File: src/rtl/rqlh_pkg.sv
// Shared types, sizes and codes for the run-queue latency histogram.
// Used by rqlh_front, rqlh_back and run_queue_latency_histogram; no dependencies.
`default_nettype none

package rqlh_pkg;

	// Table sizes
	localparam int STAMP_ENTRIES = 1024;
	localparam int STAMP_AW      = ($clog2(STAMP_ENTRIES) > 0) ? $clog2(STAMP_ENTRIES) : 1;
	localparam int GROUP_ENTRIES = 64;
	localparam int GROUP_AW      = ($clog2(GROUP_ENTRIES) > 0) ? $clog2(GROUP_ENTRIES) : 1;
	localparam int HIST_SLOTS    = 26;
	localparam int COUNT_WIDTH   = 32;
	localparam int HIST_DEPTH    = GROUP_ENTRIES * HIST_SLOTS;
	localparam int HIST_AW       = ($clog2(HIST_DEPTH) > 0) ? $clog2(HIST_DEPTH) : 1;

	// Field widths
	localparam int ID_W     = 22;
	localparam int TIME_W   = 64;
	localparam int SLOT_W   = 5;
	localparam int OUT_CNT_W = 32;

	// Nanoseconds per microsecond; fits in 10 bits
	localparam int NS_PER_US = 1000;
	localparam int THR_W     = TIME_W + 10;

	// Event kinds
	localparam logic [1:0] KIND_WAKE   = 2'd0;
	localparam logic [1:0] KIND_SWITCH = 2'd1;
	localparam logic [1:0] KIND_READ   = 2'd2;

	// Result status codes
	localparam logic [1:0] ST_DONE      = 2'd0;
	localparam logic [1:0] ST_NO_STAMP  = 2'd1;
	localparam logic [1:0] ST_NEG_DELTA = 2'd2;
	localparam logic [1:0] ST_NO_GROUP  = 2'd3;

	// Input word
	typedef struct packed {
		logic [1:0]        kind;
		logic [TIME_W-1:0] time_ns;
		logic [ID_W-1:0]   first_pid;
		logic [ID_W-1:0]   first_group;
		logic              prev_running;
		logic [ID_W-1:0]   next_pid;
		logic [ID_W-1:0]   next_group;
		logic [SLOT_W-1:0] read_slot;
	} req_t;

	// Result word
	typedef struct packed {
		logic [1:0]           status;
		logic                 stamp_stored;
		logic [SLOT_W-1:0]    slot;
		logic [OUT_CNT_W-1:0] count;
	} rsp_t;

	// Classified command from the front to the back
	typedef struct packed {
		logic [1:0]        kind;
		logic [TIME_W-1:0] time_ns;
		logic [ID_W-1:0]   first_pid;
		logic              do_stamp;
		logic [ID_W-1:0]   next_pid;
		logic [ID_W-1:0]   next_group;
		logic [SLOT_W-1:0] read_slot;
	} cmd_t;

	typedef struct packed {
		logic valid;
		cmd_t cmd;
	} fe_out_t;

	typedef struct packed {
		logic take;
		logic clearing;
	} bk_ctl_t;

	typedef enum logic [3:0] {
		BK_CLEAR,
		BK_IDLE,
		BK_SCAN,
		BK_STAMP_WR,
		BK_TIME_RD,
		BK_DELTA,
		BK_CHECK,
		BK_LOG,
		BK_GSCAN,
		BK_GRESOLVE,
		BK_ZERO,
		BK_CNT_RD,
		BK_CNT_WR,
		BK_DONE
	} bk_state_t;

	// Lowest delay in ns that lands in slot k or above
	function automatic logic [THR_W-1:0] slot_floor(input logic [SLOT_W-1:0] k);
		logic [THR_W-1:0] base;
		base = THR_W'(NS_PER_US);
		return base << k;
	endfunction

endpackage

`default_nettype wire

File: src/rtl/rqlh_front.sv
// Front end: group filter register, event classification and a two-entry command queue.
// Depends on rqlh_pkg.
`default_nettype none

module rqlh_front (
	input  wire logic                         clk,
	input  wire logic                         arst_n,
	input  wire logic                         push,
	output logic                              full,
	input  wire rqlh_pkg::req_t               req,
	input  wire logic                         cfg_valid,
	output logic                              cfg_ready,
	input  wire logic [rqlh_pkg::ID_W-1:0]    cfg_data,
	output rqlh_pkg::fe_out_t                 fe_out,
	input  wire rqlh_pkg::bk_ctl_t            bk_ctl
);

	logic [rqlh_pkg::ID_W-1:0] filter_q;
	rqlh_pkg::cmd_t            cq_mem [2];
	logic                      wr_ptr_q;
	logic                      rd_ptr_q;
	logic [1:0]                cnt_q;
	rqlh_pkg::cmd_t            cmd_in;
	logic                      accept;
	logic                      filt_ok;
	logic                      wants_stamp;

	assign cfg_ready = 1'b1;

	// Hold the group filter
	always_ff @(posedge clk or negedge arst_n) begin
		if (!arst_n) begin
			filter_q <= '0;
		end else if (cfg_valid) begin
			filter_q <= cfg_data;
		end
	end

	// Classify the incoming word
	always_comb begin
		filt_ok = (filter_q == '0) || (filter_q == req.first_group);
		wants_stamp = (req.kind == rqlh_pkg::KIND_WAKE) ||
			((req.kind == rqlh_pkg::KIND_SWITCH) && req.prev_running);
		cmd_in.kind       = req.kind;
		cmd_in.time_ns    = req.time_ns;
		cmd_in.first_pid  = req.first_pid;
		cmd_in.do_stamp   = wants_stamp && filt_ok && (req.first_pid != '0);
		cmd_in.next_pid   = req.next_pid;
		cmd_in.next_group = req.next_group;
		if (32'(req.read_slot) >= rqlh_pkg::HIST_SLOTS) begin
			cmd_in.read_slot = rqlh_pkg::SLOT_W'(rqlh_pkg::HIST_SLOTS - 1);
		end else begin
			cmd_in.read_slot = req.read_slot;
		end
	end

	assign full   = (cnt_q == 2'd2) || bk_ctl.clearing;
	assign accept = push && !full;

	// Advance the command queue pointers
	always_ff @(posedge clk or negedge arst_n) begin
		if (!arst_n) begin
			wr_ptr_q <= 1'b0;
			rd_ptr_q <= 1'b0;
			cnt_q    <= 2'd0;
		end else begin
			if (accept) begin
				wr_ptr_q <= ~wr_ptr_q;
			end
			if (bk_ctl.take) begin
				rd_ptr_q <= ~rd_ptr_q;
			end
			case ({accept, bk_ctl.take})
				2'b10:   cnt_q <= cnt_q + 2'd1;
				2'b01:   cnt_q <= cnt_q - 2'd1;
				default: cnt_q <= cnt_q;
			endcase
		end
	end

	// Store the classified word
	always_ff @(posedge clk) begin
		if (accept) begin
			cq_mem[wr_ptr_q] <= cmd_in;
		end
	end

	assign fe_out.valid = (cnt_q != 2'd0);
	assign fe_out.cmd   = cq_mem[rd_ptr_q];

endmodule

`default_nettype wire

File: config.mk
export PLATFORM = sky130hd
export DESIGN_NAME = rqlh_front
export DESIGN_NICKNAME = d
export VERILOG_FILES = /design/src/rtl/rqlh_pkg.sv /design/src/rtl/rqlh_front.sv
export SDC_FILE = /design/constraint.sdc
export NUM_CORES = 1
export LEC_CHECK = 0
export ABC_AREA = 1
export BUFFER_PORTS_ARGS = -buffer_cell sky130_fd_sc_hd__buf_2
export CAP_MARGIN = 15
export CORE_ASPECT_RATIO = 0.8
export CORE_UTILIZATION = 50
export DETAILED_ROUTE_END_ITERATION = 6
export GPL_ROUTABILITY_DRIVEN = 0
export GPL_TIMING_DRIVEN = 1
export HOLD_SLACK_MARGIN = 0.1
export PLACE_DENSITY = 0.77
export SKIP_LAST_GASP = 1
export SLEW_MARGIN = 5
export SYNTH_ARGS = -nofsm -noshare
export SYNTH_HDL_FRONTEND = slang
export SYNTH_SLANG_ARGS = --single-unit
export TNS_END_PERCENT = 50
File: constraint.sdc
create_clock -name clk -period 8 [get_ports clk]
set_input_delay 0.4 -clock clk [delete_from_list [all_inputs] [get_ports clk]]
set_output_delay 0.4 -clock clk [all_outputs]
set_load 0.01 [all_outputs]
# Yosys cells after proc, flatten, opt, wreduce, memory -nomap -nowiden
# Memory sizes are Yosys's and may differ from the RTL's.
# Cells that the tools add are included.
# Widths: inputs -> output; s select.
# word_totals
register_bits	26
ramBits	276
input_bits	188
out_inout_bits	141
word_cells	32
memories	1
# memory_table
memory	depth	word_bits	read_ports	rd_clocked_by_memory_dff	write_ports	line_no	text
cq_mem	2	138	1	0	1	rqlh_front.sv:19	rqlh_pkg::cmd_t cq_mem [2];
# classes
n_addsub	2
magnitude_cmp	1
eq_ne	5
muxes	4
bitwise_logic	2
n_reduce_logical	13
# op_table
operator	count
$eq 22x22->1	1
$logic_not 22->1	1
$reduce_bool 22->1	1
$ge 5x5->1 const B	1
$mux 5	1
$eq 2x1->1 const B	2
$eq 2x2->1 const B	2
$logic_and 1x1->1	4
$pmux 2 s2	1
$reduce_bool 2->1	2
$logic_or 1x1->1	3
$add 2x1->2 const B	1
$logic_not 2->1	1
$mux 1	2
$not 1->1	2
$sub 2x1->2 const B	1
$logic_not 1->1	1

# Longest topological paths before layout
# depth
word_depth	6
ltp_mapped	8
mapped_depth_nobuf	8

# Worst setup path after synthesis
# OpenSTA, ideal clock, no wires.
# synth_timing
path_kind	register to register
start	reg cnt_q[0]
end	mem cq_mem[0][0] (netlist bit), enable pin
setup_ns	0.638
arrival_ns	6.385
required_ns	7.362
slack_ns	0.977
path_stages_with_launch	5
n_path_buf	0
synth_period_minus_slack_ns	7.023
path_cell_list	dfrtp_1 -> inv_1 -> nand2_1 -> nand3_1 -> nor2_1
# synth_via
elab_chain_len	6
# synth_lines
element	line_no	text
start, declared	rqlh_front.sv:22	logic [1:0] cnt_q;
start signal, assigned	rqlh_front.sv:74	2'b10: cnt_q <= cnt_q + 2'd1;
start signal, assigned	rqlh_front.sv:75	2'b01: cnt_q <= cnt_q - 2'd1;
start signal, assigned	rqlh_front.sv:76	default: cnt_q <= cnt_q;
$eq 2x2->1	rqlh_front.sv:57	assign full = (cnt_q == 2'd2) || bk_ctl.clearing;
$logic_or 1x1->1	rqlh_front.sv:57	
$logic_not 1->1	rqlh_front.sv:58	assign accept = push && !full;
$logic_and 1x1->1	rqlh_front.sv:58	
$mux 1	rqlh_front.sv:83	if (accept) begin
$mux 1 (not written as such)	rqlh_front.sv:84	cq_mem[wr_ptr_q] <= cmd_in;
end, declared	rqlh_front.sv:19	
# No other way between the ends.

==> impl_metrics.yaml <==
route:
  antenna_left: 0
  drc_errors: 0
  finalWirelength_mm: 27.84
  post_drt_wl_per_cell_um: 18.44
  viasPerCell: 4.942
  firstDrtPassIters: 7
  vias: 7462
  dr.first_iter.drc_count: 479
yosys:
  synth_top_family_by_area: "multiplexers"
  ys_seq_elements: 302
  synth-adder-area-share_pct: 0.1077
  yosysWarningCount: 0
  muxShareOfSynthArea_pct: 13.38
  yosysTopAreaCell: "edfxtp_1"
  synth_cells: 681
  synth_compound_area_share_pct: 1.314
  yosys.area_share.simple_pct: 4.611
  synth_top_area_share_pct: 71.36
  seq_area_frac_synth_pct: 76.96
  yosysUniqueCellTypes: 22
  synth.avg_cell_area_um2: 17.06
  synthesis.area_mm2: 0.01161
  synthXorXnorAreaFrac_pct: 0.5278
  syn-num-nets: 870
  synth.area.top_cells: "edfxtp_1 71%, mux2_2 13%, dfrtp_1 5.6%"
pwr:
  peakVddDrop_v: 0.0001619
  leakage_nw: 6.424
  power.total_mw: 4.609
  p_per_area_mw_per_mm2: 286.8
worst_setup_path:
  crit_required_ps: 7600
  crit_path_max_fanout: 83
  timing_worst_setup_path_type: "reg -> out"
  critPathCapture: "fe_out[63]"
  reg2reg_slack_ps: 5300
  arrival_ps: 3060
  reg2reg_depth: 5
  r2r_end: "cq_mem[1][84]"
  cp-start-kind: "flop"
  startpoint: "rd_ptr_q"
  reg2reg_from: "cnt_q[0]"
  end_kind: "primary output"
final_layout:
  fin_nets: 1368
  area_delta_synth_final_pct: 38.35
  instances_no_fill: 1510
  postLayoutCellArea_mm2: 0.01607
  drive_gt1_share_pct: 43.43
sta:
  setup_violations: 0
  period_share_pct: 43.24
  setup_ws_ps: 4541
  slew_headroom_pct: 27.80
  final.setup.tns_ps: 0
  skew_ps: 15.00
  period_needed_ps: 3459
  hold_viol: 0
  slew_viol_final: 0
  rsz0062_at_grt: "no"
  max_slew.worst_pin.slew_ps: 1083
  max_freq_mhz: 289.1
cts:
  htreeDepth: 1
  clk_pin_slew_ps: 60
  cts_root_buffer: "clkbuf_16"
  cts_sinks: 302
  cts_tree: "built"
  cts_buffer_depth: 3
  clock_latency_ps: 540
  cts_made_buffers: 29
placed_design:
  pre_cts_slack_ps: 5091
  place_area_mm2: 0.01351
  dp_cells: 1296
  portBuffers: 327
  hpwl_mm: 17.08
floorplan:
  ios: 329
  num_rows: 49
  dieArea_mm2: 0.02385
  initial_utilization_pct: 51.34
  die_y_um: 138.3
  core-area_mm2: 0.02262
  die_w_um: 172.4
global_routing:
  grt_max_degree: 84
  grt.overflow.total: 0
  grt_pass1_wl_mm: 41.28
  track_usage_pct: 22.84
  grt_antenna_before_repair: 2
  grt_pass1_vias: 7867
run_status:
  status: "finished clean"
min_path:
  hold_path.class: "in -> reg"
job:
  cap_violations: 0
## Yosys cell counts
cell and n:
nand3_1 4, inv_1 46, o21bai_1 1, a21boi_0 2, buf_4 3, a21oi_1 3
dfrtp_1 26, nor3_1 4, ha_1 1, buf_6 11, edfxtp_1 276, buf_2 3
nand4_1 5, xor2_1 4, or2_2 4, nand2_1 93, clkbuf_1 6, mux2_2 138
nor2_1 24, xnor2_1 3, conb_1 1, o21ai_0 23
## critical path: stages (launching register included)
cell and delay, ps:
dfrtp_4 910, buf_4 920, mux2_2 450, buf_2 140
## logic make-up after synthesis
family / count (synthesis)
flip-flops: 302
multiplexers: 138
AND/OR/NAND/NOR: 134
buffers and inverters: 69
AO/OA/AOI/OAI: 29
XOR/XNOR: 7
adder cells (fa/ha/maj): 1
other: 1
## through the flow
stage	hold WS [ps]	utilization (%)
global placement	443.8	59.70
CTS	155.1	71.01
detailed placement	444.2	59.70
finish	190.1	71.03
global route	169.9	71.03
floorplan	104.4	-
## flip-flops by register name (all words and copies together), names as in the netlist
signal and count:
cnt_q 2, cq_mem 276, filter_q 22, rd_ptr_q 1, wr_ptr_q 1
## power by group
group / leakage (nW) / switching (mW) / internal (mW)
Combinational: 3.11 / 0.600 / 0.571
Clock: 0.480 / 0.565 / 0.821
Sequential: 2.83 / 0.105 / 1.95
## layer usage
layer | part of all wire [%] | up-vias | track usage, %
met5 | 0 | - | 0
met3 | 8.4 | 59 | 6.184
met4 | 3.0 | 0 | 6.986
met1 | 36 | 3589 | 25.00
li1 | - | 3490 | -
met2 | 53 | 324 | 42.44
## repair_timing
action / in CTS / in global routing
gates resized for setup: 0 / 0
hold endpoints to repair: 317 / 0
hold buffers: 158 / 0
setup buffers: 0 / 0
## placed cells by master (no fill, tap or decap)
cell type,count
a21boi_0,2
a21oi_1,3
buf_2,327
buf_4,5
bufinv_16,4
clkbuf_1,4
clkbuf_16,29
clkbuf_8,3
clkinv_1,5
clkinv_2,6
clkinv_4,1
clkinvlp_4,1
conb_1,1
dfrtp_1,25
dfrtp_4,1
diode_2,2
dlygate4sd3_1,158
edfxtp_1,276
ha_1,1
inv_1,46
inv_6,1
mux2_2,138
nand2_1,93
nand3_1,4
nand4_1,5
nor2_1,22
nor2_4,2
nor3_1,4
o21ai_0,23
o21bai_1,1
or2_2,4
xnor2_1,3
xor2_1,4
## how the worst min path moves through the flow
| stage | endpoint | depth (start not counted) | start | slack [ps] |
|---|---|---|---|---|
| floorplan | cnt_q[0] | 0 | arst_n | 100 |
| global placement | cnt_q[0] | 1 | arst_n | 440 |
| detailed placement | cnt_q[0] | 1 | arst_n | 440 |
| CTS | cq_mem[0][0] | 2 | req[0] | 160 |
| global route | cq_mem[1][0] | 2 | req[0] | 170 |
| finish | cq_mem[1][0] | 2 | req[0] | 190 |
## area by class of cell
cell class	instances	area [um2]
timing repair buffer	490	3256
clock inverter	18	193.9
inverter	46	172.7
tap	306	382.9
antenna	2	5.005
multi-input combinational	310	2335
fill	1416	6554
sequential	302	8942
clock buffer	36	782.0
Note: power is estimated with default switching activity, not from simulation.
